### src/design/bellman_ford_negative_cycle_unit_assert.svh
// Assertion macros for the bellman-ford unit.
`ifndef BELLMAN_FORD_NEGATIVE_CYCLE_UNIT_ASSERT_SVH
`define BELLMAN_FORD_NEGATIVE_CYCLE_UNIT_ASSERT_SVH
`ifndef SYNTHESIS
`define BFNC_ASSERT_IMPL(label, clk, rst_n, prop, msg) \
  label: assert property (@(posedge clk) disable iff (!rst_n) prop) else $error(msg);
`define BFNC_ASSERT_ALWAYS(label, clk, rst_n, cond, msg) \
  label: assert property (@(posedge clk) disable iff (!rst_n) (cond)) else $error(msg);
`else
`define BFNC_ASSERT_IMPL(label, clk, rst_n, prop, msg)
`define BFNC_ASSERT_ALWAYS(label, clk, rst_n, cond, msg)
`endif
`endif

### src/design/bfnc_pkg.sv
package bfnc_pkg;
  localparam int MAX_VERTICES_DEF = 64;
  localparam int MAX_EDGES_DEF    = 256;
  localparam int WEIGHT_BITS_DEF  = 32;
  localparam int VID_W  = 6;
  localparam int VCNT_W = 7;
  localparam int DIST_W = 64;
  localparam int WIN_W  = 32;
  localparam int CFG_IDX_W = 1;
  localparam int CFG_DATA_W = 7;
  localparam logic [CFG_IDX_W-1:0] CFG_VERTEX_COUNT  = 1'd0;
  localparam logic [CFG_IDX_W-1:0] CFG_SOURCE_VERTEX = 1'd1;
  localparam logic ACT_LOAD = 1'b0;
  localparam logic ACT_RUN  = 1'b1;
  localparam logic [1:0] ST_FINITE      = 2'd0;
  localparam logic [1:0] ST_UNREACHABLE = 2'd1;
  localparam logic [1:0] ST_NEG_INF     = 2'd2;

  // controller -> datapath
  typedef struct packed {
    logic init;        // clear flags, seed source
    logic edge_rd;     // issue edge read at edge index
    logic relax;       // relax edge whose data is on the read port
    logic last_pass;
    logic bfs_rd;      // issue edge read for BFS scan
    logic bfs_mark;    // mark head of the edge on the read port
    logic bfs_pop;     // advance queue head
    logic out_load;    // load result register for vertex index
    logic clear_edges;
  } bfnc_cmd_t;

  typedef struct packed {
    logic u_reached;
    logic queue_empty;
  } bfnc_sts_t;
endpackage

### src/design/bfnc_ctrl.sv
module bfnc_ctrl import bfnc_pkg::*; #(
  parameter int MAX_EDGES = MAX_EDGES_DEF,
  localparam int EA_W = (MAX_EDGES > 1) ? $clog2(MAX_EDGES) : 1,
  localparam int EC_W = $clog2(MAX_EDGES + 1)
) (
  input  logic              clk,
  input  logic              rst_n,
  input  logic              run_start,
  input  logic [VCNT_W-1:0] n,
  input  logic [EC_W-1:0]   edge_count,
  input  bfnc_sts_t         sts,
  input  logic              out_free,
  output bfnc_cmd_t         cmd,
  output logic [EA_W-1:0]   eidx,
  output logic [VID_W-1:0]  uidx,
  output logic              busy,
  output logic              out_set,
  output logic              out_last
);
  `include "bellman_ford_negative_cycle_unit_assert.svh"
  typedef enum logic [6:0] {
    S_IDLE  = 7'b0000001,
    S_VTX   = 7'b0000010,
    S_EDGE  = 7'b0000100,
    S_BPOP  = 7'b0001000,
    S_BEDGE = 7'b0010000,
    S_OUT   = 7'b0100000,
    S_WAIT  = 7'b1000000
  } state_t;
  state_t state_r, state_nxt;
  logic [VID_W-1:0] u_r, u_nxt, p_r, p_nxt;
  logic [EC_W-1:0]  e_r, e_nxt;
  logic [1:0]       v_r, v_nxt;
  logic [VID_W-1:0] nm1;
  assign nm1 = VID_W'(n - 7'd1);

  always_comb begin
    state_nxt = state_r;
    u_nxt = u_r; p_nxt = p_r; e_nxt = e_r; v_nxt = '0;
    cmd = '0;
    out_set = 1'b0;
    case (state_r)
      S_IDLE: if (run_start) begin
        cmd.init = 1'b1; u_nxt = '0; p_nxt = '0; state_nxt = S_VTX;
      end
      S_VTX: begin
        e_nxt = '0;
        if (sts.u_reached && edge_count != '0) state_nxt = S_EDGE;
        else if (u_r == nm1) begin
          u_nxt = '0;
          if (p_r == nm1) state_nxt = S_BPOP;
          else p_nxt = p_r + 1'b1;
        end else u_nxt = u_r + 1'b1;
      end
      S_EDGE: begin
        // edge read, distance read, relax
        cmd.last_pass = (p_r == nm1);
        case (v_r)
          2'd0: begin
            cmd.edge_rd = 1'b1;
            v_nxt = 2'd1;
            e_nxt = e_r + 1'b1;
          end
          2'd1: v_nxt = 2'd2;
          default: begin
            cmd.relax = 1'b1;
            if (e_r == edge_count) begin
              state_nxt = S_VTX;
              if (u_r == nm1) begin
                u_nxt = '0;
                if (p_r == nm1) state_nxt = S_BPOP;
                else p_nxt = p_r + 1'b1;
              end else u_nxt = u_r + 1'b1;
            end
          end
        endcase
      end
      S_BPOP: begin
        e_nxt = '0;
        if (sts.queue_empty) begin u_nxt = '0; state_nxt = S_OUT; end
        else begin cmd.bfs_pop = 1'b1; state_nxt = S_BEDGE; end
      end
      S_BEDGE: begin
        if (v_r != 2'd0) begin
          cmd.bfs_mark = 1'b1;
          if (e_r == edge_count) state_nxt = S_BPOP;
        end else begin
          cmd.bfs_rd = 1'b1;
          v_nxt = 2'd1;
          e_nxt = e_r + 1'b1;
        end
      end
      S_OUT: if (out_free) begin
        cmd.out_load = 1'b1; out_set = 1'b1;
        if (u_r == nm1) begin cmd.clear_edges = 1'b1; state_nxt = S_WAIT; end
        else u_nxt = u_r + 1'b1;
      end
      S_WAIT: if (out_free) state_nxt = S_IDLE;
      default: state_nxt = S_IDLE;
    endcase
  end

  assign eidx = e_r[EA_W-1:0];
  assign uidx = u_r;
  assign busy = (state_r != S_IDLE);
  assign out_last = (u_r == nm1);

  always_ff @(posedge clk) begin
    if (!rst_n) begin
      state_r <= S_IDLE;
      u_r <= '0; p_r <= '0; e_r <= '0; v_r <= '0;
    end else begin
      state_r <= state_nxt;
      u_r <= u_nxt; p_r <= p_nxt; e_r <= e_nxt; v_r <= v_nxt;
    end
  end

  `BFNC_ASSERT_ALWAYS(a_onehot, clk, rst_n, $onehot(state_r), "state not one-hot")
  `BFNC_ASSERT_IMPL(a_start, clk, rst_n, (state_r == S_IDLE && run_start) |=> (state_r == S_VTX),
    "run did not start")
  `BFNC_ASSERT_ALWAYS(a_load, clk, rst_n, !(cmd.out_load && !out_free), "result overwritten")
endmodule

### config.mk
export PLATFORM = sky130hd
export DESIGN_NAME = bfnc_ctrl
export DESIGN_NICKNAME = d
export VERILOG_FILES = /design/src/design/bfnc_pkg.sv /design/src/design/bfnc_ctrl.sv
export VERILOG_INCLUDE_DIRS = /design/src /design/src/design
export SDC_FILE = /design/constraint.sdc
export NUM_CORES = 1
export LEC_CHECK = 0
export BUFFER_PORTS_ARGS = -buffer_cell sky130_fd_sc_hd__buf_2
export CAP_MARGIN = 20
export CORE_AREA = 2 2 69 71
export CTS_CLUSTER_DIAMETER = 150
export DETAILED_ROUTE_END_ITERATION = 6
export DIE_AREA = 0 0 71 73
export GPL_ROUTABILITY_DRIVEN = 0
export MAX_ROUTING_LAYER = met4
export PLACE_DENSITY_LB_ADDON = 0.15
export SYNTH_ARGS = -nofsm -noshare
export SYNTH_HDL_FRONTEND = slang
export SYNTH_SLANG_ARGS = --single-unit
### constraint.sdc
create_clock -name clk -period 6.3 [get_ports clk]
set_input_delay 0.315 -clock clk [delete_from_list [all_inputs] [get_ports clk]]
set_output_delay 0.315 -clock clk [all_outputs]
set_load 0.01 [all_outputs]
==> impl_results.md, run 1 <==
- Outcome: finished, final reports clean
- Clk pwr share: 0.344
- Area growth, synth to finish: 12.4%
- Fin crit share: 0.434
- Dpl ws: 3230 ps
- Setup_tns: 0 ps
- CP startpoint kind: input pin
- Syn_nets: 291
- Worst-Margin Slew: 645 ps
- DRC errors left: 0
- Number of global-route vias before repair: 1,754
- First-pass GRT wire length: 8050 microns
- Fin. Hold Viols: 0
- Post-DR vias/cell: 5.61
- Largest net degree at the start of global routing: 19
- CTS Buf Count: 5
- YS warnings: 0
- # diodes: 0
- Root buf cell: clkbuf_8
- Final Critical Period: 2740 ps
- Hold WC Path Type: input pin to flip-flop
- Flop pwr share: 0.427
- CTS tree: done
- Flops & latches, synth: 30
- Layout cells sized above 1: 0.233
- Remaining antenna violation count: 0
- Final WS setup: 3560 ps
- CTS resizes: 0
- WL/cell: 13.8 microns
- Reg2reg start: state_r[6]$_SDFFE_PN0P_
- Switching pwr: 143 uW
- CTS max path bufs: 2
- Worst hold path cell count: 3
- Clk slew on worst S/H paths: 60 ps
- FF-to-FF End: p_r[0]$_SDFFE_PN0P_
- R2R depth: 7
- Slowest Stage Delay on Critical Path: 620 ps
- Critical path data arrival time: 2900 ps
- Total number of vias: between 1.5k and 2k
- Setup Skew: ~2.4 ps
- Placed Area: 2350 sq um
- FP Rows: 25
- RSZ-0062 raised after global routing: false
- End of the worst hold path: state_r[5]$_SDFFE_PN0P_
- Core area: between 4000 and 5000 sq um
- Synth top area cells: dfxtp_1 28%, nor2_1 6.0%, xor2_1 5.6%, xnor2_1 4.8%, nand2_1 4.1%
- Hold buffer count at cts: 0
- Max_cap viols: 0
- Async set-or-reset flop fraction in the synthesized netlist: 0
- Initial Util: 0.479
- Critical-path cell list: buf_2 > inv_1 > ha_1 > nand2b_1 > a211oi_1 > o41ai_2 > a211oi_4 > or4b_1 > nor2b_1 > a21oi_1 > nor2_1
- Die ar.: 5180 sq um
- Switching Share: 0.307
- Pwr/cell area: 191 nW/um^2
- Post-synth EDFFs: 0
- Initial DRT Pass Iterations: 4
- CP Max Fanout: 8
- Initial antenna violation count: 0
- Count of input and output buffers: 46
- Top FF cell, synth: dfxtp_1
- Cell taking the most area after synthesis: dfxtp_1
- Top cell type's share of synthesized area: 0.276
- Max Slew Vio Count: 0
- Average size of a mapped cell: 8.20 sq um
- Hold_sp: sts[0]
- All-layer global routing usage: 0.202
- P_int: 323 uW
- Die W: 71 microns
- IO Pins: 48
- Worst setup EP type: flip-flop
- Die Span Y: around 73 microns
- Peak VDD IR: ~120 uV
- Drt total wl: between 4000 and 5000 microns
- Crit path max-delay cell type: or4b_1
- Final Cell Area: 2440 sq um
- Post-CTS Setup Bufs: 0
- Fmax: 366 MHz
- Post-Synthesis Cells: 265
- HPWL Detailed: 3680 microns
- Combinational share of power: 0.229
- H-tree depth: 2
- Netlist Area Pre-Place: 2170 sq um
- Worst EP required: 6460 ps
- Skew-Pair Late Insertion Delay: 280 ps
- Final global-route overflow total: 0
- Seq/Total Area, Yosys: 0.276
- WS Path Type: input pin to flip-flop
- Yosys cell types: 59
- Final setup violation count: 0
- CTS sink cnt: 30
- Reg-to-reg slack, setup: 3600 ps
- DR iter-0 viols: 102
- Nets: 326
- Relative slew margins: 0.565
- Leak: 1.07 nW
-- power groups by stage --
stage	clock [mW]	sequential, mW	combinational, mW
final	0.160	0.199	0.107
after global routing	0.175	0.199	0.118
after CTS	0.167	0.199	0.107
after detailed placement	0	0.203	0.107
after global placement	0	0.203	0.106
after floorplan	0	0.202	0.0832
-- registers in the layout, summed over array words and instances (netlist names) --
name     cells
p_r          6
v_r          2
uidx         6
state_r      7
e_r          9
-- metal layers --
layer	up-vias	part of all wire	global-route usage
li1	1006	-	-
met1	926	0.46	0.251
met2	51	0.48	0.323
met3	7	0.045	0.0442
met4	0	0.013	0.0734
met5	-	0	-
-- layout by cell type, fill, tap and decap left out, drive strengths merged, types with 5 or more instances in the layout --
cell type,netlist,layout
buf,13,46
nor2,37,37
dfxtp,30,30
nand2,24,24
xor2,14,14
nand3,14,14
inv,12,12
xnor2,12,12
nor3,12,12
nand4,7,7
clkbuf,5,7
o21ai,7,7
nor4,6,6
a21oi,5,5
a211oi,5,5
and2,5,5
a21boi,5,5
-- layout make-up --
class                   count  area, sq um
clock buffers               7         86.3
multi-input cells         205         1410
inverters                  12         45.0
well taps                  54         67.6
repair buffers             46          230
clock inverters             1         5.00
fillers                   444         2090
flip-flops and latches     30          601
-- worst max path at each step --
stage / from / end / cells past startpoint
final: n[0] / p_r[0]$_SDFFE_PN0P_ / 11
after global routing: n[0] / p_r[3]$_SDFFE_PN0P_ / 11
after CTS: n[0] / p_r[0]$_SDFFE_PN0P_ / 11
after detailed placement: n[0] / p_r[0]$_SDFFE_PN0P_ / 11
after global placement: n[0] / p_r[0]$_SDFFE_PN0P_ / 11
after floorplan: n[0] / p_r[0]$_SDFFE_PN0P_ / 11
-- logic make-up (layout without fill, tap and decap cells) --
group           after synthesis  in the layout  synth area share
simple gates                129            129             0.321
compound gates               40             40             0.147
xor+xnor                     30             30             0.147
flops                        30             30             0.276
buf+inv                      30             66            0.0755
fa+ha+maj                     4              4            0.0230
mux                           2              2           0.00979
-- metrics by stage --
step / hold WS, ps / util / total power, mW / instances
finish: 339 / 0.538 / 0.467 / 355
CTS: 332 / 0.538 / 0.472 / 355
global route: 363 / 0.538 / 0.492 / 355
global placement: 486 / 0.518 / 0.308 / 347
detailed placement: 498 / 0.518 / 0.309 / 347
floorplan: 458 / - / 0.285 / 265
-- synth_stat cells (2+ instances only) --
| master | number |
|---|---|
| and4_1 | 2 |
| a211oi_1 | 4 |
| a31oi_1 | 4 |
| nor4_1 | 6 |
| o21ai_0 | 5 |
| nor2_2 | 2 |
| xor2_1 | 14 |
| o21a_1 | 2 |
| buf_4 | 9 |
| nor3_1 | 11 |
| dfxtp_1 | 30 |
| nand2b_1 | 3 |
| xnor2_1 | 12 |
| o41ai_1 | 3 |
| a21oi_1 | 5 |
| nand4_1 | 7 |
| nand2_1 | 24 |
| xnor3_1 | 3 |
| nor2b_1 | 2 |
| nor2_1 | 35 |
| a21boi_1 | 3 |
| a21boi_0 | 2 |
| o21ai_1 | 2 |
| and2_1 | 4 |
| clkbuf_1 | 5 |
| or4_4 | 2 |
| and3_1 | 4 |
| buf_6 | 2 |
| inv_1 | 12 |
| nand3_1 | 13 |
| ha_1 | 4 |
| buf_2 | 2 |
-- critical path, delay by kind of cell --
kind            cells  cell delay (ps)
simple gates        4             1150
fa+ha+maj           1              240
buf+inv             2              190
compound gates      4             1000
Note: power is estimated with default switching activity, not from simulation.
==> run 2, diff against run 1 <==
- clock period: 6.3 -> 2.6 ns (I/O delays scaled with it)
==> impl_results.md, run 2 (synthesis results as in run 1) <==
- Critical-path cell list: or4_4 > nor4b_2 > nor2_1 > or4b_1 > buf_4 > nor3_1 > a31oi_1 > a21boi_1
- First-pass GRT wire length: 8240 microns
- Final setup violation count: 0
- # diodes: 0
- Reg-to-reg slack, setup: 160 ps
- CTS Buf Count: 5
- WS Path Type: flip-flop to flip-flop
- CTS sink cnt: 30
- FF-to-FF End: p_r[5]$_SDFFE_PN0P_
- Post-DR vias/cell: 5.48
- Max reg flops: 9
- Final global-route overflow total: 0
- Clk slew on worst S/H paths: 70 ps
- Fin crit share: 0.938
- Final Critical Period: between 2000 and 2500 ps
- Drt total wl: 5040 microns
- Initial DRT Pass Iterations: 5
- R2R depth: 8
- Die Span Y: 73 microns
- CTS tree: done
- Layout cells sized above 1: 0.291
- Peak VDD IR: between 200 and 250 uV
- Initial Util: 0.479
- Max_cap viols: 0
- Total number of vias: 2,066
- Setup Skew: between 5 and 6 ps
- Initial antenna violation count: 0
- DR iter-0 viols: 76
- Post-CTS Setup Bufs: 0
- Top Registers: e_r: 9 flops, state_r: 7 flops
- Count of input and output buffers: between 40 and 50
- WP buf/inv: 1
- Placed Area: between 2000 and 3000 sq um
- Core area: 4540 sq um
- Remaining antenna violation count: 0
- Largest net degree at the start of global routing: 19
- Hold WC Path Type: input pin to flip-flop
- Relative slew margins: 0.649
- Die W: between 70 and 80 microns
- Worst-Margin Slew: approximately 520 ps
- Outcome: finished, final reports clean
- CP Max Fanout: 5
- Skew-Pair Late Insertion Delay: 280 ps
- Area growth, synth to finish: 21.1%
- Worst setup EP type: flip-flop
- Leak: 1.19 nW
- Number of global-route vias before repair: 1,812
- Worst EP required: 2810 ps
- FP Rows: 25
- WL/cell: 13.4 microns
- # fillers: 437
- RSZ-0062 raised after global routing: false
- Slowest Stage Delay on Critical Path: 550 ps
- All-layer global routing usage: 0.206
- HPWL Detailed: 3880 microns
- Max Slew Vio Count: 0
- Setup_tns: 0 ps
- Worst hold path cell count: 3
- Die ar.: approximately 5200 sq um
- Crit path max-delay cell type: or4_4
- Fmax: 410 MHz
- Critical path data arrival time: 2650 ps
- CP startpoint kind: flip-flop
- Nets: 348
- End of the worst hold path: state_r[5]$_SDFFE_PN0P_
- Fin. Hold Viols: 0
- Hold_sp: sts[0]
- Cell family with most CP delay: simple AND/OR/NAND/NOR gates
- CTS max path bufs: 2
- DRC errors left: 0
- Pwr/cell area: 474 nW/um^2
- Root buf cell: clkbuf_8
- Commonest non-fill, non-tap cells in the layout: 46 x buf_2, 35 x nor2_1, 30 x dfxtp_1
- Commonest non-fill, non-tap cell in the layout: buf_2
- Most flop-heavy register: e_r
- Final Cell Area: 2630 sq um
- Reg2reg start: state_r[5]$_SDFFE_PN0P_
- H-tree depth: 2
- IO Pins: 48
[run 2: timing repair]
| action | CTS | global route |
|---|---|---|
| endpoints found under the hold margin | 0 | 0 |
| endpoints found under the setup margin | 0 | 1 |
| hold buffers | 0 | 0 |
| gates resized for setup | 0 | 1 |
[run 2: worst reg2reg max path: cells and delay by family, from the launching register on]
family                 cells  cell delay (ps)
AO/OA/AOI/OAI              2              210
flip-flops                 1              310
buffers and inverters      1              180
AND/OR/NAND/NOR            5             1670
[run 2: area by class of cell]
class | instances | area [sq um] | area share
Clock buffer | 5 | 68.8 | 0.0262
Timing Repair Buffer | 68 | 395 | 0.150
Sequential cell | 30 | 601 | 0.228
Inverter | 12 | 45.0 | 0.0171
Tap cell | 54 | 67.6 | 0.0257
Multi-Input combinational cell | 205 | 1410 | 0.537
Clock inverter | 3 | 40.0 | 0.0152
[run 2: worst max path at each step]
stage                                  from              endpoint  cells past startpoint
finish              state_r[5]$_SDFFE_PN0P_   p_r[5]$_SDFFE_PN0P_                      8
global route        state_r[5]$_SDFFE_PN0P_   p_r[4]$_SDFFE_PN0P_                      8
global placement                       n[1]   p_r[4]$_SDFFE_PN0P_                     11
floorplan           state_r[6]$_SDFFE_PN0P_  uidx[5]$_SDFFE_PN0P_                     10
detailed placement                     n[0]   p_r[4]$_SDFFE_PN0P_                     11
CTS                 state_r[5]$_SDFFE_PN0P_   p_r[4]$_SDFFE_PN0P_                      8
[run 2: metal layers]
| layer | share of wire | vias to the layer above | wire, microns | GRT usage |
|---|---|---|---|---|
| li1 | - | 1046 | - | - |
| met1 | 0.45 | 957 | 2250 | 0.254 |
| met2 | 0.50 | 59 | 2510 | 0.348 |
| met3 | 0.048 | 4 | 243 | 0.0345 |
| met4 | 0.0062 | 0 | 31 | 0.0566 |
| met5 | 0 | - | 0 | - |
[run 2: report_power, final]
group / leakage, nW / internal (mW) / total, mW / switching (mW)
Sequential: 0.242 / 0.469 / 0.482 / 0.0128
Combinational: 0.890 / 0.132 / 0.297 / 0.166
Clock: 0.0579 / 0.282 / 0.468 / 0.186
Total: 1.19 / 0.882 / 1.25 / 0.364
[run 2: per-stage QoR]
| step | std cells | power [mW] | worst slack [ps] | hold WS, ps | utilization |
|---|---|---|---|---|---|
| 6_report | 377 | 1.25 | 162 | 135 | 0.580 |
| 5_1_grt | 377 | 1.31 | 8.78 | 146 | 0.580 |
| 4_1_cts | 377 | 1.26 | 171 | 132 | 0.579 |
| 3_5_place_dp | 369 | 0.788 | 138 | 428 | 0.555 |
| 3_3_place_gp | 369 | 0.787 | 161 | 426 | 0.555 |
| 2_1_floorplan | 265 | 0.690 | 111 | 305 | - |
==> run 3, diff against run 2 <==
- REMOVE_ABC_BUFFERS: default -> 1
==> impl_results.md, run 3 (synthesis results as in run 1) <==
- Initial DRT Pass Iterations: 4
- Max Slew Vio Count: 0
- Worst-Margin Slew: between 500 and 600 ps
- Worst EP required: 2810 ps
- Worst hold path cell count: 3
- RSZ-0062 raised after global routing: false
- Final setup violation count: 0
- Max reg flops: 9
- Reg2reg start: state_r[5]$_SDFFE_PN0P_
- Cell family with most CP delay: simple AND/OR/NAND/NOR gates
- WP buf/inv: 1
- Count of input and output buffers: 46
- Post-DR vias/cell: 5.50
- Core area: 4540 sq um
- Post-CTS Setup Bufs: 0
- Final WS setup: 157 ps
- All-layer global routing usage: 0.205
- Layout cells sized above 1: 0.291
- Reg-to-reg slack, setup: about 160 ps
- Pwr/cell area: 464 nW/um^2
- Nets: 348
- Post-route insts no fill: 377
- Fin crit share: 0.940
- Worst path depth: 8
- Die ar.: between 5000 and 6000 sq um
- Die W: ~71 microns
- Fmax: 409 MHz
- First-pass GRT wire length: 8270 microns
- Number of global-route vias before repair: between 1.5k and 2k
- Die Span Y: 73 microns
- Remaining antenna violation count: 0
- CP startpoint kind: flip-flop
- Top Registers: e_r: 9 flops, state_r: 7 flops
- Clk slew on worst S/H paths: 70 ps
- Worst setup EP type: flip-flop
- Slowest Stage Delay on Critical Path: 570 ps
- Setup_tns: 0 ps
- Initial Util: 0.479
- Commonest non-fill, non-tap cells in the layout: 46 x buf_2, 35 x nor2_1, 30 x dfxtp_1
- Relative slew margins: 0.632
- Skew-Pair Late Insertion Delay: 280 ps
- Most flop-heavy register: e_r
- Leak: 1.19 nW
- CTS sink cnt: 30
- DRC errors left: 0
- Final global-route overflow total: 0
- Commonest non-fill, non-tap cell in the layout: buf_2
- CP Max Fanout: 5
- FP Rows: 25
- Placed insts: 369
- HPWL Detailed: 3900 microns
- R2R depth: 8
- Crit path max-delay cell type: or4_4
- Initial antenna violation count: 0
- CTS tree: done
- Outcome: finished, final reports clean
- Root buf cell: clkbuf_8
- IO Pins: 48
- End of the worst hold path: state_r[5]$_SDFFE_PN0P_
- Critical path data arrival time: 2650 ps
- Fin. Hold Viols: 0
- Total number of vias: 2,074
- H-tree depth: 2
- Max_cap viols: 0
- Peak VDD IR: 280 uV
- Dpl ws: 114 ps
- Largest net degree at the start of global routing: 19
- Hold_sp: sts[0]
- CTS Buf Count: 5
- WL/cell: about 13 microns
- Area growth, synth to finish: 21.6%
- # diodes: 0
- Drt total wl: ~5000 microns
- Setup Skew: 6.66 ps
- CTS max path bufs: 2
- WS Path Type: flip-flop to flip-flop
- Critical-path cell list: or4_4 > nor4b_4 > nor2_1 > or4b_1 > buf_4 > nor3_1 > a31oi_1 > a21boi_1
- FF-to-FF End: p_r[4]$_SDFFE_PN0P_
- Final Critical Period: about 2400 ps
- DR iter-0 viols: roughly 130
- Hold WC Path Type: input pin to flip-flop
-- run 3: cell count changes in the layout (fill, tap and decap cells not counted), sizes merged --
cell    change
clkbuf      +3
bufinv      -1
clkinv      -2
-- run 3: metrics by stage --
step	cell area, sq um	power (mW)	hold slack [ps]	util
after floorplan	2050	0.670	238	-
after global placement	2520	0.785	432	0.555
after detailed placement	2520	0.787	469	0.555
after CTS	2630	1.23	169	0.579
after global routing	2640	1.29	186	0.582
final	2640	1.23	167	0.582
-- run 3: final cells by class --
cell class / count / area [sq um]
Clock buffer: 8 / 110
Inverter: 12 / 45.0
Multi-Input combinational cell: 205 / 1420
Tap cell: 54 / 67.6
Fill cell: 441 / 1890
Timing Repair Buffer: 68 / 395
Sequential cell: 30 / 601
-- run 3: how the worst max path moves through the flow --
stage	startpoint	to	slack [ps]
after global placement	n[0]	p_r[4]$_SDFFE_PN0P_	130
after detailed placement	n[0]	p_r[4]$_SDFFE_PN0P_	110
after global routing	state_r[5]$_SDFFE_PN0P_	p_r[4]$_SDFFE_PN0P_	7
after floorplan	n[0]	p_r[0]$_SDFFE_PN0P_	150
final	state_r[5]$_SDFFE_PN0P_	p_r[4]$_SDFFE_PN0P_	160
after CTS	state_r[5]$_SDFFE_PN0P_	p_r[4]$_SDFFE_PN0P_	90
-- run 3: repair_timing --
action	in CTS	in global routing
setup endpoints to repair	0	3
hold buffers	0	0
resized for setup	0	2
-- run 3: worst reg2reg max path, stage by stage (launching register included) --
cell and delay (ps):
dfxtp_1 320, or4_4 570, nor4b_4 280, nor2_1 120, or4b_1 530, buf_4 170, nor3_1 160, a31oi_1 70
a21boi_1 150
-- run 3: power breakdown --
| group | leakage (nW) | internal [mW] | switching, mW | total (mW) |
|---|---|---|---|---|
| Sequential | 0.242 | 0.469 | 0.0150 | 0.484 |
| Clock | 0.0575 | 0.267 | 0.175 | 0.443 |
| Combinational | 0.891 | 0.132 | 0.167 | 0.299 |
| Total | 1.19 | 0.868 | 0.357 | 1.23 |
-- run 3: routing by layer --
metal | vias up | wire length [microns] | share of wire | GRT usage
li1 | 1053 | - | - | -
met1 | 948 | 2400 | 0.48 | 0.277
met2 | 62 | 2320 | 0.46 | 0.315
met3 | 11 | 229 | 0.046 | 0.0414
met4 | 0 | 86 | 0.017 | 0.0566
met5 | - | 0 | 0 | -
